$ cat src/sv/ihex4l_pkg.sv
// Shared types, record codes and the hex nibble decode for the four-lane HEX parser.
`default_nettype none

package ihex4l_pkg;

  // Number of character streams; one byte of each data word per lane.
  localparam int LANES = 4;

  // Character position of the first character after the record header.
  localparam logic [9:0] HDR_END = 10'd9;

  // Record type codes that the parser understands.
  localparam logic [7:0] REC_DATA    = 8'h00;
  localparam logic [7:0] REC_EOF     = 8'h01;
  localparam logic [7:0] REC_EXT_LIN = 8'h04;

  // Kind of result item.
  typedef enum logic [1:0] {
    KIND_DATA     = 2'd0,
    KIND_EOF      = 2'd1,
    KIND_BAD_TYPE = 2'd2,
    KIND_END      = 2'd3
  } kind_t;

  // One character position of all four streams.
  typedef struct packed {
    logic [7:0] lane0_char;
    logic [7:0] lane1_char;
    logic [7:0] lane2_char;
    logic [7:0] lane3_char;
  } in_item_t;

  // One result item.
  typedef struct packed {
    kind_t       kind;
    logic [31:0] word_address;
    logic [7:0]  word_index;
    logic [7:0]  data_byte0;
    logic [7:0]  data_byte1;
    logic [7:0]  data_byte2;
    logic [7:0]  data_byte3;
    logic        last_in_record;
  } out_item_t;

  // Decode one ASCII hex digit; anything else reads as zero.
  function automatic logic [3:0] nib(input logic [7:0] c);
    logic [3:0] v;
    v = 4'd0;
    if (c >= 8'h30 && c <= 8'h39) begin
      v = c[3:0];
    end else if ((c >= 8'h41 && c <= 8'h46) || (c >= 8'h61 && c <= 8'h66)) begin
      v = c[3:0] + 4'd9;
    end
    return v;
  endfunction

endpackage

`default_nettype wire

$ cat src/sv/ihex4l_core.sv
// Record parser state and per-position decode for the four-lane HEX parser.
`default_nettype none

module ihex4l_core (
  input  wire logic                 clk,
  input  wire logic                 rst,
  input  wire logic                 advance,
  input  wire ihex4l_pkg::in_item_t item,
  output logic                      produced,
  output ihex4l_pkg::out_item_t     result
);
  import ihex4l_pkg::*;

  logic [9:0]  char_position, char_position_next;
  logic [7:0]  pair_count, pair_count_next;
  logic [15:0] record_address, record_address_next;
  logic [7:0]  record_kind, record_kind_next;
  logic [15:0] upper_offset, upper_offset_next;
  logic [15:0] offset_build, offset_build_next;
  logic [15:0] high_nibbles, high_nibbles_next;
  logic [7:0]  words_done, words_done_next;
  logic        finished, finished_next;

  logic [3:0]  n0, n1, n2, n3;
  logic [7:0]  b0, b1, b2, b3;
  logic [9:0]  off;
  logic [9:0]  span;
  logic [7:0]  kind_full;
  logic        last;

  // Decode the current position's nibbles and the bytes they would complete.
  always_comb begin
    n0 = nib(item.lane0_char);
    n1 = nib(item.lane1_char);
    n2 = nib(item.lane2_char);
    n3 = nib(item.lane3_char);
    b0 = {high_nibbles[3:0], n0};
    b1 = {high_nibbles[7:4], n1};
    b2 = {high_nibbles[11:8], n2};
    b3 = {high_nibbles[15:12], n3};
    off = char_position - HDR_END;
    span = {1'b0, pair_count, 1'b0};
    kind_full = record_kind | {4'd0, n0};
    last = ({1'b0, words_done} + 9'd1) == {1'b0, pair_count};
  end

  // Work out the next state and the result of this position.
  always_comb begin
    char_position_next  = char_position;
    pair_count_next     = pair_count;
    record_address_next = record_address;
    record_kind_next    = record_kind;
    upper_offset_next   = upper_offset;
    offset_build_next   = offset_build;
    high_nibbles_next   = high_nibbles;
    words_done_next     = words_done;
    finished_next       = finished;
    produced            = 1'b0;
    result              = '0;

    if (!finished) begin
      if (char_position == 10'd0) begin
        // Record start: a NUL ends the input.
        if (item.lane0_char == 8'h00) begin
          produced      = 1'b1;
          result.kind   = KIND_END;
          finished_next = 1'b1;
        end else begin
          char_position_next = 10'd1;
        end
      end else if (char_position < HDR_END) begin
        // Header: count, address and record type from lane 0.
        char_position_next = char_position + 10'd1;
        case (char_position)
          10'd1: pair_count_next = {n0, 4'd0};
          10'd2: pair_count_next = pair_count | {4'd0, n0};
          10'd3, 10'd4, 10'd5, 10'd6: record_address_next = {record_address[11:0], n0};
          10'd7: record_kind_next = {n0, 4'd0};
          default: begin
            record_kind_next  = kind_full;
            words_done_next   = 8'd0;
            offset_build_next = 16'd0;
            if (kind_full == REC_EOF) begin
              produced      = 1'b1;
              result.kind   = KIND_EOF;
              finished_next = 1'b1;
            end else if (kind_full == REC_EXT_LIN) begin
              if (pair_count == 8'd0) begin
                upper_offset_next = 16'd0;
              end
            end else if (kind_full != REC_DATA) begin
              produced      = 1'b1;
              result.kind   = KIND_BAD_TYPE;
              finished_next = 1'b1;
            end
          end
        endcase
      end else if (off < span) begin
        char_position_next = char_position + 10'd1;
        if (!off[0]) begin
          // First character of a pair: hold the high nibbles.
          high_nibbles_next = {n3, n2, n1, n0};
        end else begin
          words_done_next = words_done + 8'd1;
          if (record_kind == REC_DATA) begin
            // Second character: emit one data word.
            produced              = 1'b1;
            result.kind           = KIND_DATA;
            result.word_address   = {upper_offset, record_address};
            result.word_index     = words_done;
            result.data_byte0     = b0;
            result.data_byte1     = b1;
            result.data_byte2     = b2;
            result.data_byte3     = b3;
            result.last_in_record = last;
          end else begin
            // Accumulate the extended linear address; apply it after the last pair.
            offset_build_next = {offset_build[7:0], b0};
            if (last) begin
              upper_offset_next = {offset_build[7:0], b0};
            end
          end
        end
      end else if (off == span) begin
        // First checksum character.
        char_position_next = char_position + 10'd1;
      end else begin
        // Second checksum character: next record starts.
        char_position_next = 10'd0;
      end
    end
  end

  // Hold parser state; advance once per consumed item.
  always_ff @(posedge clk) begin
    if (rst) begin
      char_position  <= 10'd0;
      pair_count     <= 8'd0;
      record_address <= 16'd0;
      record_kind    <= 8'd0;
      upper_offset   <= 16'd0;
      offset_build   <= 16'd0;
      high_nibbles   <= 16'd0;
      words_done     <= 8'd0;
      finished       <= 1'b0;
    end else if (advance) begin
      char_position  <= char_position_next;
      pair_count     <= pair_count_next;
      record_address <= record_address_next;
      record_kind    <= record_kind_next;
      upper_offset   <= upper_offset_next;
      offset_build   <= offset_build_next;
      high_nibbles   <= high_nibbles_next;
      words_done     <= words_done_next;
      finished       <= finished_next;
    end
  end

endmodule

`default_nettype wire

$ cat src/sv/intel_hex_four_lane_parser.sv
// Top level of the four-lane HEX parser: input register, parser core, result register.
//
// Usage:
//   Input channel item/item_valid/item_ready carries one character position of
//   all four streams per item. Output channel result/result_valid/result_ready
//   carries data words, the end-of-file marker, a bad-record-type error or the
//   end-of-input marker. A position yields zero or one result item.
//   Throughput: one item per cycle while the receiver takes results, set by the
//   single decode stage between the input register and the result register.
//   An input item is taken into the input register, which feeds the decode;
//   the result register loads the decoded result as long as the result
//   register is free or being emptied.
//   Reset (rst, synchronous) clears the parser to a record start with a zero
//   extended offset and empties both registers.
//   When the receiver stalls, the result register holds its item and the input
//   register takes one more item if it is empty; after that item_ready drops
//   until the result is taken. After an end, error or end-of-file result, items
//   are taken and dropped until reset.
`default_nettype none

module intel_hex_four_lane_parser (
  input  wire logic                  clk,
  input  wire logic                  rst,
  input  wire logic                  item_valid,
  output logic                       item_ready,
  input  wire ihex4l_pkg::in_item_t  item,
  output logic                       result_valid,
  input  wire logic                  result_ready,
  output ihex4l_pkg::out_item_t      result
);
  import ihex4l_pkg::*;

  logic      hold_valid;
  in_item_t  hold_item;
  logic      advance;
  logic      produced;
  out_item_t core_result;

  // Consume the held item when the result register is free or being emptied.
  assign advance    = hold_valid && (!result_valid || result_ready);
  assign item_ready = !hold_valid || advance;

  ihex4l_core u_core (
    .clk      (clk),
    .rst      (rst),
    .advance  (advance),
    .item     (hold_item),
    .produced (produced),
    .result   (core_result)
  );

  // Input register.
  always_ff @(posedge clk) begin
    if (rst) begin
      hold_valid <= 1'b0;
    end else if (item_ready) begin
      hold_valid <= item_valid;
    end
  end

  always_ff @(posedge clk) begin
    if (item_ready && item_valid) begin
      hold_item <= item;
    end
  end

  // Result register: load on a produced result, drop when taken.
  always_ff @(posedge clk) begin
    if (rst) begin
      result_valid <= 1'b0;
    end else if (advance && produced) begin
      result_valid <= 1'b1;
    end else if (result_ready) begin
      result_valid <= 1'b0;
    end
  end

  always_ff @(posedge clk) begin
    if (advance && produced) begin
      result <= core_result;
    end
  end

endmodule

`default_nettype wire

$ cat config.mk
export PLATFORM = sky130hd
export DESIGN_NAME = intel_hex_four_lane_parser
export DESIGN_NICKNAME = d
export VERILOG_FILES = /design/src/sv/ihex4l_pkg.sv /design/src/sv/ihex4l_core.sv /design/src/sv/intel_hex_four_lane_parser.sv
export SDC_FILE = /design/constraint.sdc
export NUM_CORES = 1
export LEC_CHECK = 0
export ABC_AREA = 1
export BUFFER_PORTS_ARGS = -buffer_cell sky130_fd_sc_hd__buf_2
export CAP_MARGIN = 0
export CORE_MARGIN = 10
export CORE_UTILIZATION = 25
export CTS_BUF_LIST = sky130_fd_sc_hd__clkbuf_2 sky130_fd_sc_hd__clkbuf_4 sky130_fd_sc_hd__clkbuf_8
export DETAILED_ROUTE_END_ITERATION = 16
export GPL_TIMING_DRIVEN = 0
export PLACE_DENSITY = 0.44
export RECOVER_POWER = 25
export SYNTH_ARGS = -nofsm -noshare
export SYNTH_HDL_FRONTEND = slang
export SYNTH_SLANG_ARGS = --single-unit
$ cat constraint.sdc
create_clock -name clk -period 5.35 [get_ports clk]
set_clock_uncertainty 0.2 [all_clocks]
set_input_delay 1.07 -clock clk [delete_from_list [all_inputs] [get_ports clk]]
set_output_delay 1.07 -clock clk [all_outputs]
set_load 0.005 [all_outputs]
==> run_results.csv <==
group,metric,value,unit
critical_path,rr_worst_depth,19,
clock_network,clk_latency,0.49,ns
min_path,hold_class,"flop to flop",
clock_network,numCtsBuffers,17,
timing,setup_violations,0,
synthesis,synthTopCellsByCount,"152 x nor2_1, 142 x nand2_1, 139 x inv_1, 107 x edfxtp_1, 93 x dfxtp_1",
clock_network,postCtsResizedCells,0,
synthesis,syn_area,9010,µm²
critical_path,crit_buf_inv,6,
synthesis,post_synth.cell_area_avg,9.03,µm²
power,finalPower,2.74,mW
timing,worst_pin_slew,1.20,ns
timing,final_max_slew_viol_count,0,
clock_network,clk_pin_slew,0.11,ns
global_route,grt_pass1_vias,6826,
timing,tns,0,ns
synthesis,synth-edff-count,107,
critical_path,worstSetupStartpointType,"flop",
synthesis,synth_ff_type,"edfxtp_1",
floorplanning,ios,113,
critical_path,required,5.30,ns
cells_and_area,instances_no_fill,1604,
critical_path,cp-end-kind,"flop",
clock_network,cts_tree,"done",
cells_and_area,antenna_cells,0,
floorplanning,rows,69,
global_route,grt_remaining_overflow,0,
critical_path,timing.critical_path.mode_cell,"nand2_1",
power,power_density,261,nW/µm²
floorplanning,dieArea,44100,µm²
timing,rsz0062_at_grt,"no",
global_route,grt_pass1_wl,38300,µm
cells_and_area,syn2layout_area_growth,16.4,%
detailed_routing,vias,6893,
critical_path,cp_top_family,"buffers and inverters",
floorplanning,coreArea,35600,µm²
clock_network,root_buffer,"clkbuf_8",
synthesis,yosys_warnings,0,
detailed_routing,wl_per_cell,14.9,µm
cells_and_area,drive_gt1_frac,0.122,
min_path,whs_endpoint,"u_core.record_kind[6]",
clock_network,cts_max_level,4,
min_path,min_from,"u_core.record_kind[6]",
synthesis,synth.ff_latch_count,200,
min_path,hold_depth,2,
timing,slew_headroom,0.199,
timing,fin_crit_sh,0.708,
timing,hold_slack,0.254,ns
synthesis,synthesis.nets,1062,
detailed_routing,finalWirelength,23900,µm
critical_path,worstPathCellList,"inv_2 > ha_1 > a21oi_1 > inv_1 > nand2_1 > xor2_1 > ha_1 > nand2_1 > inv_1 > nand2_1 > nand2_1 > nand2_1 > nand2_2 > inv_1 > nand4_1 > nand2_1 > nand2_1 > inv_4 > buf_16",
synthesis,syn_inst,998,
synthesis,ys_types,42,
critical_path,cp_max_fo,69,
global_route,antenna_found_initial,0,
placed_design,hpwl,18100,µm
detailed_routing,via_per_inst,4.30,
global_route,grt_use_total,0.109,
floorplanning,die_h,210,µm
critical_path,critPathKind,"flop to flop",
synthesis,synth_area_leaders,"edfxtp_1 36%, dfxtp_1 21%, nor2_1 6.3%",
synthesis,synth_most_common_cell,"nor2_1",
global_route,grt_max_degree,70,
job,maxCapViolations,0,
critical_path,worst_path_largest_cell_delay,0.50,ns
run_status,status,"completed",
synthesis,ys_seq_area_frac,0.563,
floorplanning,start_util,0.253,
power,ir_drop,0.000180,V
critical_path,cp_data_arrival_time,3.74,ns
critical_path,timing.rr.end,"result[68]",
placed_design,dp.cells,1572,
critical_path,r2r_start,"u_core.char_position[0]",
detailed_routing,dr.pass1.iters,5,
detailed_routing,ant_nets,0,
clock_network,cts_buffer_depth,2,
clock_network,post_cts_buffers,0,
placed_design,gp_congestion,0.812,
detailed_routing,drc_errors,0,
synthesis,synth_top_area_frac,0.356,
placed_design,port_buffers,112,
timing,fin_crit,3.79,ns
cells_and_area,final_core_util,0.295,
synthesis,synth_top_area_cell,"edfxtp_1",
power,leakage,4.01,nW
critical_path,cpMaxStageDelayCell,"dfxtp_1",
critical_path,r2r_setup_slack,1.56,ns
timing,clock.fmax,0.264,GHz
clock_network,ctsHoldBuffers,0,
detailed_routing,drtIter0Drc,403,
synthesis,synthArstFlopShare,0,
timing,hold_viol_final,0,
clock_network,clock-sinks,200,
cells_and_area,final_nets,1194,
floorplanning,die_x,210,µm
[registers in the layout, indices dropped and copies added (netlist names)]
signal and count:
u_core.pair_count 8, u_core.words_done 8, result_valid 1, u_core.offset_build 8
result 75, u_core.record_address 16, u_core.char_position 10, hold_item 32
u_core.finished 1, u_core.record_kind 8, hold_valid 1, u_core.high_nibbles 16
u_core.upper_offset 16
[worst max path at each step]
stage	slack, ns	startpoint	end	cells past startpoint
6_report	1.56	u_core.char_position[0]	result[68]	19
5_1_grt	1.22	u_core.char_position[0]	result[68]	19
4_1_cts	1.54	u_core.char_position[0]	result[68]	19
3_5_place_dp	1.58	u_core.char_position[0]	result[27]	19
3_3_place_gp	-0.35	u_core.char_position[0]	result[27]	18
2_1_floorplan	1.14	u_core.char_position[0]	result[0]	18
[cell type report]
type / count / area (µm²)
plain buffers: 28 / 153
clock buffers: 21 / 277
clock inverters: 11 / 114
fillers: 3841 / 25100
inverters: 148 / 558
multi-input cells: 622 / 3230
flip-flops and latches: 200 / 5070
well taps: 461 / 577
repair buffers: 113 / 512
[per-stage QoR]
| stage | setup WS [ns] | instance area, µm² |
|---|---|---|
| detailed placement | 1.58 | 10200 |
| global route | 1.22 | 10500 |
| CTS | 1.54 | 10600 |
| finish | 1.56 | 10500 |
| floorplan | 1.14 | 9010 |
| global placement | -0.345 | 10200 |
[per-layer routing]
layer	global-route usage	part of all wire
met1	0.141	0.48
met2	0.174	0.46
met3	0.0239	0.040
met4	0.0439	0.024
met5	0	0
[layout by cell type (no fill, tap or decap), types with 3 or more instances in the layout]
master	instances
dfxtp_1	93
nand3_1	49
inv_2	9
buf_6	4
nor4_1	7
clkbuf_1	71
nand4_1	20
clkbuf_8	19
nor2_1	152
nor3_1	11
a21oi_1	92
inv_6	4
buf_2	65
nand2_1	142
a22oi_1	4
xor2_1	9
nor2_2	6
nor2_4	4
o21ai_1	3
xnor2_1	3
nand3_2	3
edfxtp_1	107
o21ai_0	58
nand2_2	6
inv_1	138
ha_1	28
[power by group]
| part | total, mW | internal [mW] | switching (mW) |
|---|---|---|---|
| logic | 0.116 | 0.0382 | 0.0773 |
| clock network | 0.980 | 0.414 | 0.566 |
| registers | 1.64 | 1.63 | 0.0150 |
[kinds of logic (layout without fill, tap and decap cells)]
kind of cell	Yosys count	count (layout)	synth area share
xor gates and xnor gates	12	12	0.0117
and+or+nand+nor	411	411	0.207
adders and majority gates	28	28	0.0389
DFF	200	200	0.563
buffers and inverters	176	321	0.0786
AOI/OAI and AO/OA	171	171	0.101
[worst min-delay path, cell delays in order (launching register included)]
cell and delay (ns):
dfxtp_1 0.32, inv_1 0.05, a21oi_1 0.05
(Power assumes the default switching activity.)
